==> src/design/mmat_pkg.sv <==
// shared types and constants for the multichannel moving average block
`default_nettype none

package mmat_pkg;

  localparam int unsigned DEF_CHANNELS = 16;
  localparam int unsigned DEF_WINDOW   = 5;

  localparam int unsigned CHANNEL_W = 4;
  localparam int unsigned PRICE_W   = 32;

  typedef struct packed {
    logic [CHANNEL_W-1:0] channel;
    logic [PRICE_W-1:0]   price;
  } in_t;

  typedef struct packed {
    logic [CHANNEL_W-1:0] channel_out;
    logic [PRICE_W-1:0]   current_price;
    logic [PRICE_W-1:0]   window_average;
    logic                 trend_up;
  } out_t;

  typedef enum logic [1:0] {
    S_IDLE,
    S_RDCH,
    S_RDHIST,
    S_DIV
  } state_e;

endpackage

`default_nettype wire

==> src/design/multichannel_moving_average_trend.sv <==
// Per-channel moving average of price samples with a rising-trend flag.
// in channel: in_valid_i / in_stall_o carry one beat of {channel, price};
// a channel number at or beyond CHANNELS is taken as channel 0.
// out channel: out_valid_o / out_stall_i carry one beat of
// {channel_out, current_price, window_average, trend_up} per input beat.
// Each channel keeps a running sum, fill count, write slot and last average in
// a state memory, and its last WINDOW samples in a history memory; one sample
// is handled at a time: state read, history read, history write, then division.
// The division by the fill count runs eight quotient bits a cycle. The result
// beat is loaded into the output register when the division is done, and the
// next input beat is taken only once that result has left the division stage.
// The result sits in an output register; while the receiver stalls it holds,
// the next input beat is still taken and processed, and its result waits in
// the division stage until the register frees up.
// Reset clears all channels to empty (no samples, average zero) at once.
`default_nettype none

module multichannel_moving_average_trend import mmat_pkg::*; #(
  parameter int unsigned CHANNELS = DEF_CHANNELS,
  parameter int unsigned WINDOW   = DEF_WINDOW
) (
  input  wire logic clk_i,
  input  wire logic rst_ni,
  input  wire logic in_valid_i,
  output logic      in_stall_o,
  input  wire in_t  in_data_i,
  output logic      out_valid_o,
  input  wire logic out_stall_i,
  output out_t      out_data_o
);

  localparam int unsigned CH_W       = $clog2(CHANNELS);
  localparam int unsigned FILL_W     = $clog2(WINDOW + 1);
  localparam int unsigned SLOT_W     = $clog2(WINDOW);
  localparam int unsigned SUM_W      = PRICE_W + $clog2(WINDOW);
  localparam int unsigned HIST_DEPTH = CHANNELS * WINDOW;
  localparam int unsigned HA_W       = $clog2(HIST_DEPTH);
  localparam int unsigned CW_W       = SUM_W + PRICE_W + SLOT_W + FILL_W;

  state_e state_q, state_d;

  logic [CH_W-1:0]    ch_q, ch_d;
  logic [PRICE_W-1:0] price_q, price_d;
  logic [FILL_W-1:0]  fill_q, fill_d;
  logic [SLOT_W-1:0]  slot_q, slot_d;
  logic [PRICE_W-1:0] lavg_q, lavg_d;
  logic [SUM_W-1:0]   sum_q, sum_d;
  logic               first_q, first_d;
  logic [HA_W-1:0]    haddr_q, haddr_d;
  logic               out_valid_q, out_valid_d;
  out_t               out_q, out_d;

  logic               in_acc;
  logic [31:0]        ch_ext;
  logic [CH_W-1:0]    ch_map;
  logic [CW_W-1:0]    chan_rd_data;
  logic [CW_W-1:0]    chan_wr_data;
  logic [FILL_W-1:0]  rd_fill;
  logic [SLOT_W-1:0]  rd_slot;
  logic [PRICE_W-1:0] rd_lavg;
  logic [SUM_W-1:0]   rd_sum;
  logic [HA_W-1:0]    hist_addr_rd;
  logic [PRICE_W-1:0] hist_rd_data;
  logic               full;
  logic [SUM_W-1:0]   new_sum;
  logic [FILL_W-1:0]  new_fill;
  logic [SLOT_W-1:0]  next_slot;
  logic               div_start;
  logic               div_done;
  logic [PRICE_W-1:0] quot;
  logic               finish;
  logic               trend;
  logic               hist_rd_en;
  logic               hist_wr_en;

  assign in_acc = in_valid_i && !in_stall_o;
  assign ch_ext = 32'(in_data_i.channel);
  assign ch_map = (ch_ext < CHANNELS) ? ch_ext[CH_W-1:0] : '0;

  assign rd_fill = chan_rd_data[FILL_W-1:0];
  assign rd_slot = chan_rd_data[FILL_W +: SLOT_W];
  assign rd_lavg = chan_rd_data[FILL_W + SLOT_W +: PRICE_W];
  assign rd_sum  = chan_rd_data[FILL_W + SLOT_W + PRICE_W +: SUM_W];

  assign hist_addr_rd = HA_W'(32'(ch_q) * WINDOW + 32'(rd_slot));

  // the overwritten sample leaves the running sum only once the window is full
  assign full      = (fill_q == FILL_W'(WINDOW));
  assign new_sum   = sum_q - (full ? SUM_W'(hist_rd_data) : '0) + SUM_W'(price_q);
  assign new_fill  = full ? fill_q : fill_q + 1'b1;
  assign next_slot = (slot_q == SLOT_W'(WINDOW - 1)) ? '0 : slot_q + 1'b1;

  assign finish = (state_q == S_DIV) && div_done && (!out_valid_q || !out_stall_i);
  assign trend  = first_q || (quot > lavg_q);

  assign chan_wr_data = {sum_q, quot, slot_q, fill_q};

  // next state
  always_comb begin
    state_d = state_q;
    case (state_q)
      S_IDLE: begin
        if (in_acc) begin
          state_d = S_RDCH;
        end
      end
      S_RDCH: begin
        state_d = S_RDHIST;
      end
      S_RDHIST: begin
        state_d = S_DIV;
      end
      S_DIV: begin
        if (finish) begin
          state_d = S_IDLE;
        end
      end
      default: begin
        state_d = S_IDLE;
      end
    endcase
  end

  // control outputs
  always_comb begin
    in_stall_o = 1'b1;
    hist_rd_en = 1'b0;
    hist_wr_en = 1'b0;
    div_start  = 1'b0;
    case (state_q)
      S_IDLE: begin
        in_stall_o = 1'b0;
      end
      S_RDCH: begin
        hist_rd_en = 1'b1;
      end
      S_RDHIST: begin
        hist_wr_en = 1'b1;
        div_start  = 1'b1;
      end
      S_DIV: begin
        in_stall_o = 1'b1;
      end
      default: begin
        in_stall_o = 1'b1;
      end
    endcase
  end

  // datapath registers
  always_comb begin
    ch_d        = ch_q;
    price_d     = price_q;
    fill_d      = fill_q;
    slot_d      = slot_q;
    lavg_d      = lavg_q;
    sum_d       = sum_q;
    first_d     = first_q;
    haddr_d     = haddr_q;
    out_d       = out_q;
    out_valid_d = out_valid_q;
    case (state_q)
      S_IDLE: begin
        if (in_acc) begin
          ch_d    = ch_map;
          price_d = in_data_i.price;
        end
      end
      S_RDCH: begin
        fill_d  = rd_fill;
        slot_d  = rd_slot;
        lavg_d  = rd_lavg;
        sum_d   = rd_sum;
        first_d = (rd_fill == '0);
        haddr_d = hist_addr_rd;
      end
      S_RDHIST: begin
        sum_d  = new_sum;
        fill_d = new_fill;
        slot_d = next_slot;
      end
      S_DIV: begin
        ch_d = ch_q;
      end
      default: begin
        ch_d = ch_q;
      end
    endcase
    if (out_valid_q && !out_stall_i) begin
      out_valid_d = 1'b0;
    end
    if (finish) begin
      out_valid_d = 1'b1;
      out_d = '{channel_out:    CHANNEL_W'(ch_q),
                current_price:  price_q,
                window_average: quot,
                trend_up:       trend};
    end
  end

  always_ff @(posedge clk_i) begin
    ch_q    <= ch_d;
    price_q <= price_d;
    fill_q  <= fill_d;
    slot_q  <= slot_d;
    lavg_q  <= lavg_d;
    sum_q   <= sum_d;
    first_q <= first_d;
    haddr_q <= haddr_d;
    out_q   <= out_d;
  end

  always_ff @(posedge clk_i or negedge rst_ni) begin
    if (!rst_ni) begin
      state_q     <= S_IDLE;
      out_valid_q <= 1'b0;
    end else begin
      state_q     <= state_d;
      out_valid_q <= out_valid_d;
    end
  end

  assign out_valid_o = out_valid_q;
  assign out_data_o  = out_q;

  mmat_state_ram #(
    .DEPTH(CHANNELS),
    .WIDTH(CW_W)
  ) u_state_ram (
    .clk_i    (clk_i),
    .rst_ni   (rst_ni),
    .rd_en_i  (in_acc),
    .rd_addr_i(ch_map),
    .rd_data_o(chan_rd_data),
    .wr_en_i  (finish),
    .wr_addr_i(ch_q),
    .wr_data_i(chan_wr_data)
  );

  mmat_hist_ram #(
    .DEPTH(HIST_DEPTH),
    .WIDTH(PRICE_W)
  ) u_hist_ram (
    .clk_i    (clk_i),
    .rd_en_i  (hist_rd_en),
    .rd_addr_i(hist_addr_rd),
    .rd_data_o(hist_rd_data),
    .wr_en_i  (hist_wr_en),
    .wr_addr_i(haddr_q),
    .wr_data_i(price_q)
  );

  mmat_divider #(
    .SUM_W(SUM_W),
    .DSR_W(FILL_W)
  ) u_divider (
    .clk_i     (clk_i),
    .rst_ni    (rst_ni),
    .start_i   (div_start),
    .dividend_i(new_sum),
    .divisor_i (new_fill),
    .done_o    (div_done),
    .quotient_o(quot)
  );

  a_accept_reads_state: assert property (@(posedge clk_i) disable iff (!rst_ni)
    in_acc |=> (state_q == S_RDCH))
    else $error("accepted beat did not start a state read");

  a_fill_in_range: assert property (@(posedge clk_i) disable iff (!rst_ni)
    (state_q == S_RDHIST) |-> (fill_q <= FILL_W'(WINDOW)))
    else $error("fill count beyond window");

  a_wait_for_divider: assert property (@(posedge clk_i) disable iff (!rst_ni)
    ((state_q == S_DIV) && !div_done) |=> (state_q == S_DIV))
    else $error("left division before quotient was ready");

  a_finish_loads_output: assert property (@(posedge clk_i) disable iff (!rst_ni)
    finish |=> (out_valid_q && (state_q == S_IDLE)))
    else $error("finished item did not reach the output register");

endmodule

`default_nettype wire

==> src/design/mmat_state_ram.sv <==
// per-channel state memory, registered read, entries read as zero until written
`default_nettype none

module mmat_state_ram import mmat_pkg::*; #(
  parameter int unsigned DEPTH = DEF_CHANNELS,
  parameter int unsigned WIDTH = 8
) (
  input  wire logic                     clk_i,
  input  wire logic                     rst_ni,
  input  wire logic                     rd_en_i,
  input  wire logic [$clog2(DEPTH)-1:0] rd_addr_i,
  output logic      [WIDTH-1:0]         rd_data_o,
  input  wire logic                     wr_en_i,
  input  wire logic [$clog2(DEPTH)-1:0] wr_addr_i,
  input  wire logic [WIDTH-1:0]         wr_data_i
);

  logic [WIDTH-1:0] mem_q [DEPTH];
  logic [DEPTH-1:0] vld_q;
  logic [WIDTH-1:0] rd_data_q;
  logic             rd_vld_q;

  always_ff @(posedge clk_i) begin
    if (wr_en_i) begin
      mem_q[wr_addr_i] <= wr_data_i;
    end
    if (rd_en_i) begin
      rd_data_q <= mem_q[rd_addr_i];
    end
  end

  always_ff @(posedge clk_i or negedge rst_ni) begin
    if (!rst_ni) begin
      vld_q    <= '0;
      rd_vld_q <= 1'b0;
    end else begin
      if (wr_en_i) begin
        vld_q[wr_addr_i] <= 1'b1;
      end
      if (rd_en_i) begin
        rd_vld_q <= vld_q[rd_addr_i];
      end
    end
  end

  assign rd_data_o = rd_vld_q ? rd_data_q : '0;

endmodule

`default_nettype wire

==> src/design/mmat_hist_ram.sv <==
// sample history memory, one write and one registered read port
`default_nettype none

module mmat_hist_ram import mmat_pkg::*; #(
  parameter int unsigned DEPTH = DEF_CHANNELS * DEF_WINDOW,
  parameter int unsigned WIDTH = PRICE_W
) (
  input  wire logic                     clk_i,
  input  wire logic                     rd_en_i,
  input  wire logic [$clog2(DEPTH)-1:0] rd_addr_i,
  output logic      [WIDTH-1:0]         rd_data_o,
  input  wire logic                     wr_en_i,
  input  wire logic [$clog2(DEPTH)-1:0] wr_addr_i,
  input  wire logic [WIDTH-1:0]         wr_data_i
);

  logic [WIDTH-1:0] mem_q [DEPTH];
  logic [WIDTH-1:0] rd_data_q;

  always_ff @(posedge clk_i) begin
    if (wr_en_i) begin
      mem_q[wr_addr_i] <= wr_data_i;
    end
    if (rd_en_i) begin
      rd_data_q <= mem_q[rd_addr_i];
    end
  end

  assign rd_data_o = rd_data_q;

endmodule

`default_nettype wire

==> src/design/mmat_divider.sv <==
// iterative restoring divider by a small count, eight quotient bits per cycle
`default_nettype none

module mmat_divider import mmat_pkg::*; #(
  parameter int unsigned SUM_W = PRICE_W + 3,
  parameter int unsigned DSR_W = 3
) (
  input  wire logic               clk_i,
  input  wire logic               rst_ni,
  input  wire logic               start_i,
  input  wire logic [SUM_W-1:0]   dividend_i,
  input  wire logic [DSR_W-1:0]   divisor_i,
  output logic                    done_o,
  output logic      [PRICE_W-1:0] quotient_o
);

  localparam int unsigned STEP_BITS = 8;
  localparam int unsigned STEPS     = (SUM_W + STEP_BITS - 1) / STEP_BITS;
  localparam int unsigned WORK_W    = STEPS * STEP_BITS;
  localparam int unsigned CNT_W     = $clog2(STEPS + 1);

  logic [WORK_W-1:0] work_q, work_d;
  logic [DSR_W:0]    rem_q, rem_d;
  logic [DSR_W-1:0]  dsr_q, dsr_d;
  logic [CNT_W-1:0]  cnt_q, cnt_d;
  logic              run_q, run_d;

  // dividend shifts out at the top while quotient bits shift in at the bottom
  always_comb begin
    work_d = work_q;
    rem_d  = rem_q;
    dsr_d  = dsr_q;
    cnt_d  = cnt_q;
    run_d  = run_q;
    if (start_i) begin
      work_d = WORK_W'(dividend_i);
      rem_d  = '0;
      dsr_d  = divisor_i;
      cnt_d  = CNT_W'(STEPS);
      run_d  = 1'b1;
    end else if (cnt_q != '0) begin
      for (int i = 0; i < STEP_BITS; i++) begin
        rem_d  = {rem_d[DSR_W-1:0], work_d[WORK_W-1]};
        work_d = {work_d[WORK_W-2:0], 1'b0};
        if (rem_d >= {1'b0, dsr_q}) begin
          rem_d     = rem_d - {1'b0, dsr_q};
          work_d[0] = 1'b1;
        end
      end
      cnt_d = cnt_q - 1'b1;
    end
  end

  always_ff @(posedge clk_i) begin
    work_q <= work_d;
    rem_q  <= rem_d;
    dsr_q  <= dsr_d;
  end

  always_ff @(posedge clk_i or negedge rst_ni) begin
    if (!rst_ni) begin
      cnt_q <= '0;
      run_q <= 1'b0;
    end else begin
      cnt_q <= cnt_d;
      run_q <= run_d;
    end
  end

  assign done_o     = run_q && (cnt_q == '0);
  assign quotient_o = work_q[PRICE_W-1:0];

endmodule

`default_nettype wire

==> config.mk <==
export PLATFORM = sky130hd
export DESIGN_NAME = multichannel_moving_average_trend
export DESIGN_NICKNAME = d
export VERILOG_FILES = /design/src/design/mmat_pkg.sv /design/src/design/multichannel_moving_average_trend.sv /design/src/design/mmat_state_ram.sv /design/src/design/mmat_hist_ram.sv /design/src/design/mmat_divider.sv
export SDC_FILE = /design/constraint.sdc
export NUM_CORES = 2
export LEC_CHECK = 0
export BUFFER_PORTS_ARGS = -buffer_cell sky130_fd_sc_hd__buf_2
export CAP_MARGIN = 10
export CELL_PAD_IN_SITES_DETAIL_PLACEMENT = 0
export CELL_PAD_IN_SITES_GLOBAL_PLACEMENT = 1
export CORE_MARGIN = 2
export CORE_UTILIZATION = 61
export CTS_CLUSTER_DIAMETER = 80
export DETAILED_ROUTE_END_ITERATION = 7
export PLACE_DENSITY = 0.83
export SETUP_SLACK_MARGIN = 0.3
export SLEW_MARGIN = 5
export SYNTH_ARGS = -nofsm -noshare
export SYNTH_HDL_FRONTEND = slang
export SYNTH_SLANG_ARGS = --single-unit
export TNS_END_PERCENT = 10
==> constraint.sdc <==
create_clock -name clk_i -period 16.22 [get_ports clk_i]
set_clock_uncertainty 0.1 [all_clocks]
set_input_delay 1.622 -clock clk_i [delete_from_list [all_inputs] [get_ports clk_i]]
set_output_delay 1.622 -clock clk_i [all_outputs]
set_load 0.02 [all_outputs]
### Yosys cells after proc, flatten, opt, wreduce, memory -nomap -nowiden

Memory sizes are Yosys's and may differ from the RTL's. A register that Yosys moved wholly into a read port is not among the register bits.
Index checks and enable logic that the tools add are counted.

* word-level logic and storage cells: 137
* bits in registers: 256
* input port bits: 40
* memories kept: 2
* output and inout bits: 71
* memory bits (writable): 3728

Memory list
* u_hist_ram.mem_q: depth 80, width 32, rd ports 1, clocked after Yosys merged registers in 1, write ports 1, RTL line mmat_hist_ram.sv:17 `logic [WIDTH-1:0] mem_q [DEPTH];`
* u_state_ram.mem_q: depth 16, width 73, rd ports 1, clocked after Yosys merged registers in 1, write ports 1, RTL line mmat_state_ram.sv:18 `logic [WIDTH-1:0] mem_q [DEPTH];`

* equality and inequality tests: 7
* $lt $le $gt $ge: 13
* $mul: 1
* mux-type cells: 58
* bitwise logic cells: 1
* add/subtract/negate cells: 14
* reductions and logical operators: 19

Operators by type and width (count)
* 2-to-1 mux 3 bit: 26
* 2-to-1 mux 73 bit: 1
* 2-to-1 mux 35 bit: 2
* case mux 35 bit (2 select lines): 1
* adder 35 x 32 -> 35 bit: 1
* subtractor 35 x 32 -> 35 bit: 1
* greater-or-equal comparator 4 x 3 -> 1 bit: 8
* > comparator 32 bit: 1
* 2-to-1 mux 32 bit: 1
* subtractor 3 bit: 8
* 2-to-1 mux 1 bit: 19
* OR 16 bit: 1
* < comparator 4 x 5 -> 1 bit, second input constant: 3
* case mux 3 bit (2 select lines): 2
* case mux 2 bit (4 select lines): 1
* adder 7 x 3 -> 7 bit: 1
* multiplier 4 x 3 -> 7 bit, second input constant: 1
* adder 3 x 1 -> 3 bit, second input constant: 2
* equality test 3 bit, second input constant: 2
* logical AND 1 bit: 6
* zero test 3 bit: 2
* nonzero test 2 bit: 3
* binary-select mux 1 bit (select 4 bit): 1
* demux 1 bit (select 4 bit): 1
* other kinds (12): 18

### Longest topological paths before layout

* depth after elaboration: 32
* mapped depth: 59
* depth with buffers taken out: 57

### Hierarchy

From an unflattened synthesis, not the netlist that was laid out.

* cell total of the unflattened synthesis: 7389
* area total of the unflattened synthesis: 160649.1 sq um

Modules (own cells, without submodules)
* mmat_hist_ram: area an instance 98898.6 sq um, instances 1, seq. area each 77834.6 sq um, cells an instance 4315
* mmat_state_ram: area an instance 47291.6 sq um, instances 1, seq. area each 37691.1 sq um, cells an instance 1833
* multichannel_moving_average_trend: area an instance 10839.1 sq um, instances 1, seq. area each 5660.4 sq um, cells an instance 911
* mmat_divider: area an instance 3619.7 sq um, instances 1, seq. area each 1401.3 sq um, cells an instance 330

### Worst setup path before layout

No wires, ideal clock.

* kind: reg-to-reg
* start point: register u_divider.dsr_q[1]
* end point: register u_divider.work_q[0] (data pin)
* setup slack: 5.542 ns
* stages on the path, launching flop included: 54
* buffers on the path: 2
* library setup time: 0.268 ns
* period minus slack after synthesis: 10.678 ns
* data arrival time: 10.310 ns
* data required time: 15.852 ns
* path through: edfxtp_1 inv_1 fa_1 a211o_1 o211a_1 ha_1 a21bo_2 a21oi_1 o21ai_1 nand2_1 o21a_1 inv_1 fa_1 nor2b_1 nor3_1 and3_1 mux2_2 mux2i_1 (+18 left out) a21oi_1 o2111a_2 nor2b_1 a21oi_1 ha_1 nand2_1 nand2_1 a21o_1 or2_1 clkbuf_2 nor2_1 a21oi_1 fa_1 a21o_1 a21o_1 nor4_1 or2_2 o21ai_0

* cells in the longest elaborated chain, start to end: 32
* elaborated cells on any way between the ends: 39
* classes of those cells: add/sub (7); order compare (8); mux (24)

Ends and longest elaborated chain
* from (decl): RTL line mmat_divider.sv:24 `logic [DSR_W-1:0] dsr_q, dsr_d;`
* from (signal assigned): RTL line mmat_divider.sv:57 `dsr_q <= dsr_d;`
* greater-or-equal comparator 4 x 3 -> 1 bit / subtractor 3 bit (equally long branches): RTL line mmat_divider.sv:45, mmat_divider.sv:46
* 2-to-1 mux 3 bit: RTL line mmat_divider.sv:45 `if (rem_d >= {1'b0, dsr_q}) begin`
* 2-to-1 mux 3 bit: RTL line mmat_divider.sv:41 `end else if (cnt_q != '0) begin`
* 2-to-1 mux 3 bit: RTL line mmat_divider.sv:35 `if (start_i) begin`
* greater-or-equal comparator 4 x 3 -> 1 bit / subtractor 3 bit (equally long branches): RTL line mmat_divider.sv:45, mmat_divider.sv:46
* 2-to-1 mux 3 bit: RTL line mmat_divider.sv:45
* 2-to-1 mux 3 bit: RTL line mmat_divider.sv:41
* 2-to-1 mux 3 bit: RTL line mmat_divider.sv:35
* (+17 left out)
* 2-to-1 mux 3 bit: RTL line mmat_divider.sv:45
* 2-to-1 mux 3 bit: RTL line mmat_divider.sv:41
* 2-to-1 mux 3 bit: RTL line mmat_divider.sv:35
* greater-or-equal comparator 4 x 3 -> 1 bit *: RTL line mmat_divider.sv:45
* 2-to-1 mux 1 bit *: RTL line mmat_divider.sv:45
* 2-to-1 mux 35 bit *: RTL line mmat_divider.sv:41
* 2-to-1 mux 35 bit *: RTL line mmat_divider.sv:35
* via u_divider.work_d[0]: RTL line mmat_divider.sv:22 `logic [WORK_W-1:0] work_q, work_d;`
* to (signal assigned): RTL line mmat_divider.sv:55 `work_q <= work_d;`
* to (decl): RTL line mmat_divider.sv:22

The timed path passes the listed nets; every way through them passes the cells marked *. The select of a mux whose other input is x is not followed.
A chain may end at the register's enable or synchronous reset.

### Worst setup path after layout

Same ends and word-level chain as after synthesis.

==> metrics.md <==
| Metric | Value |
|---|---|
| Result of the run | `finished clean` |
| Floorplan die width | `514 um` |
| Setup slack on the worst flop-to-flop path | `3.27 ns` |
| Synthesis-to-finish area growth | `12.3%` |
| HPWL Detailed | `208,000 um` |
| Number of cell rows | `187` |
| Die Y-Extent | `514 um` |
| FILL cells | `14,900` |
| Pwr per Cell Area | `187 mW/mm2` |
| Critical-path cell with the highest stage delay | `sky130_fd_sc_hd__edfxtp_1` |
| FF-to-FF Start | `u_divider.dsr_q[1]$_DFFE_PP_` |
| Number of routed nets with antenna violations | `0` |
| Arrival time of data at the critical path endpoint | `13.48 ns` |
| Via count normalized by instance count | `6.91` |
| Area contributors post-synth | `sky130_fd_sc_hd__edfxtp_1 (77%), sky130_fd_sc_hd__mux4_2 (17%), sky130_fd_sc_hd__ha_1 (0.90%)` |
| Max-slew violations | `0` |
| Number of instances on the worst hold path | `1` |
| Reported max-cap violation count | `0` |
| Setup repair after global routing missed its margin | `false` |
| CTS root buf | `sky130_fd_sc_hd__clkbuf_16` |
| GPL Wtd Cong | `0.860` |
| Post-synth cell types | `64` |
| Hold WC Path Type | `register to register` |
| Kind of launch point of the worst setup path | `register` |
| Capture endpoint of the worst hold path | `u_state_ram.vld_q[10]$_DFFE_PN0P_` |
| Worst reg2reg path depth | `51` |
| Initial antenna violation count | `26` |
| Syn avg cell area | `23.4 um2` |
| Post-cts gate resize count | `0` |
| Source-to-sink clock delay at the later pin of the worst-skew pair | `0.92 ns` |
| Count of buffers inserted at the top-level ports | `110` |
| Final worst path period need | `12.95 ns` |
| # H-tree levels | `5` |
| Number of clock sinks | `4,089` |
| Min-delay src | `u_state_ram.vld_q[10]$_DFFE_PN0P_` |
| Utilization after layout | `68.7%` |
| Required time at the worst-slack endpoint | `16.75 ns` |
| Share of post-route cells with drive strength above 1 | `30.8%` |
| Clock tree from TritonCTS | `done` |
| Vias after detailed routing | `75,700` |
| Share of the cycle needed by the critical path after routing | `79.8%` |
| Post-DR wirelength/cell | `37.5 um` |
| Share of synthesized flip-flops with an asynchronous set or reset | `0.587%` |
| Sequential element share of the synthesized area | `77.3%` |
| Slew headroom | `22.6%` |
| Achievable Freq | `77.2 MHz` |
| Main synth FF type | `sky130_fd_sc_hd__edfxtp_1` |
| Sum Neg Setup Slack | `0 ns` |
| Most common cell after layout, fill and taps aside | `sky130_fd_sc_hd__edfxtp_1` |
| R2r endpoint | `u_divider.work_q[0]$_DFFE_PP_` |
| Final Hold Violating Endpoints | `0` |
| DRT iter0 DRCs | `10,600` |
| Maximum number of pins on one net before global-route repair | `150` |
| Syn nets | `6,955` |
| Leftover overflow at the end of global routing | `0` |
| First-pass detailed-route iteration total | `6` |
| Delay of the slowest cell on the worst path | `0.77 ns` |
| Pin slew with the least headroom to its limit | `1.16 ns` |
| Cts-stage hold buffer count | `0` |
| Leading area contributor after synthesis | `sky130_fd_sc_hd__edfxtp_1` |
| Clk slew on worst S/H paths | `0.06 ns` |
| Most frequent cell on the critical path | `sky130_fd_sc_hd__a21oi_1` |
| DRC violation count after routing | `0` |
| Area share of the largest cell type after synthesis | `76.9%` |
| Die area | `0.264 mm2` |
| Worst hold slack after final layout | `0.363 ns` |
| Leakage | `57.1 nW` |
| Total Wirelength | `411,000 um` |
| Number of enable-type register cells in the synthesized netlist | `4,057` |
| Io pins | `111` |
| Initial Util | `61.2%` |
| Number of nets in the final layout | `7,393` |
| Number of buffers created by CTS | `402` |
| Worst-case vdd ir drop | `0.496 mV` |
| Most frequent cells in the layout | `sky130_fd_sc_hd__edfxtp_1 (4,057), sky130_fd_sc_hd__mux4_2 (1,202), sky130_fd_sc_hd__clkbuf_16 (407)` |
| Kind of capture point of the worst setup path | `register` |
| Ys Warns | `0` |
| Number of setup violations in the final report | `0` |
| Netlist Area Pre-Place | `0.158 mm2` |
| Number of buffers on the longest clock path | `4` |
| Cells after synthesis | `6,760` |
| Number of post-CTS setup repair buffers | `0` |
| Crit path kind | `register to register` |
| Global-route wire length before repair | `579,000 um` |
| Number of global-route vias before repair | `77,800` |
| Total track usage | `31.5%` |
| Worst-path fanout max | `10` |
| Total of flip-flops plus latches after synthesis | `4,089` |
| Core region area | `0.259 mm2` |
[area by class of cell]
type	count	area [um2]	share of cell area, %
Antenna cell	13	32.5	0.0183
Clock buffer	464	10400	5.84
Clock inverter	274	2820	1.58
Inverter	229	861	0.483
Multi-Input combinational cell	2139	34700	19.5
Sequential cell	4089	123000	68.8
Tap cell	3402	4260	2.39
Timing Repair Buffer	337	2400	1.35
[metal layers]
layer	global-route usage, %	wire length (um)	share of wire [%]
met3	5.64	37000	9.0
met1	40.1	140000	34
met2	52.2	208000	51
met4	17.1	25900	6.3
met5	0	98	0.024
[sequential cells by signal, summed over array words and instances (netlist names), 2 cells and up]
| register | cells |
|---|---|
| lavg_q | 32 |
| u_divider.rem_q | 3 |
| u_divider.dsr_q | 3 |
| fill_q | 3 |
| u_state_ram.vld_q | 16 |
| state_q | 2 |
| price_q | 32 |
| u_divider.cnt_q | 3 |
| u_state_ram.rd_data_q | 73 |
| haddr_q | 7 |
| ch_q | 4 |
| u_state_ram.mem_q | 1168 |
| slot_q | 3 |
| u_divider.work_q | 40 |
| u_hist_ram.rd_data_o | 32 |
| u_hist_ram.mem_q | 2560 |
| sum_q | 35 |
| out_data_o | 69 |
[report_power, final]
group	internal (mW)	total [mW]	leakage (nW)	switching [mW]
registers	12.9	13.5	37.0	0.575
clock network	5.41	9.39	6.45	3.98
logic	4.09	10.4	13.6	6.28
total	22.4	33.2	57.1	10.8
[cells in the mapped netlist (all sizes together) (5+ instances only)]
library cell / instances
nor4: 6
buf: 94
nor2: 125
xnor2: 18
nor2b: 17
mux2: 42
o21a: 14
inv: 229
or3: 9
o21ai: 57
dfrtp: 24
and3: 39
edfxtp: 4057
ha: 114
nand4: 15
a21oi: 57
nand3b: 5
xor2: 17
fa: 41
o2111ai: 6
a22o: 8
and2: 36
a21o: 39
o211ai: 8
clkbuf: 209
nor3: 16
mux4: 1202
nand2: 142
o31ai: 9
nand2b: 12
or2: 23
dfxtp: 8
nand3: 23
[worst max-delay path by stage]
stage | start | end | slack, ns | cells past startpoint
floorplan | u_divider.dsr_q[1]$_DFFE_PP_ | u_divider.work_q[0]$_DFFE_PP_ | 5.54 | 53
global placement | u_divider.dsr_q[1]$_DFFE_PP_ | u_divider.work_q[0]$_DFFE_PP_ | 3.39 | 49
detailed placement | u_divider.dsr_q[1]$_DFFE_PP_ | u_divider.work_q[0]$_DFFE_PP_ | 3.43 | 48
CTS | u_divider.dsr_q[1]$_DFFE_PP_ | u_divider.work_q[0]$_DFFE_PP_ | 3.37 | 50
global route | u_divider.dsr_q[1]$_DFFE_PP_ | u_divider.work_q[0]$_DFFE_PP_ | 2.09 | 50
finish | u_divider.dsr_q[1]$_DFFE_PP_ | u_divider.work_q[0]$_DFFE_PP_ | 3.27 | 51
[stage by stage]
| stage | power [mW] | instance area [um2] | setup WS, ns | cells |
|---|---|---|---|---|
| 2_1_floorplan | 20.3 | 158000 | 5.54 | 6760 |
| 4_1_cts | 33.2 | 178000 | 3.37 | 10900 |
| 3_5_place_dp | 23.8 | 165000 | 3.43 | 10200 |
| 6_report | 33.2 | 178000 | 3.27 | 10900 |
| 5_1_grt | 34.4 | 178000 | 2.09 | 10900 |
| 3_3_place_gp | 23.7 | 165000 | 3.39 | 10200 |
[cells by family after synthesis]
logic type / Yosys count / synth area share (%)
simple gates: 476 / 1.44
fa+ha+maj: 155 / 1.42
buf+inv: 532 / 1.27
xor+xnor: 35 / 0.193
compound gates: 225 / 0.923
flops: 4089 / 77.3
mux: 1248 / 17.4
[critical path: cells and delay by family, from the launching register on]
kind / cells / cell delay (ns)
mux: 3 / 1.06
fa+ha+maj: 8 / 2.66
flops: 1 / 0.77
buf+inv: 3 / 0.68
simple gates: 15 / 2.68
compound gates: 22 / 4.72
(Power assumes the default switching activity.)
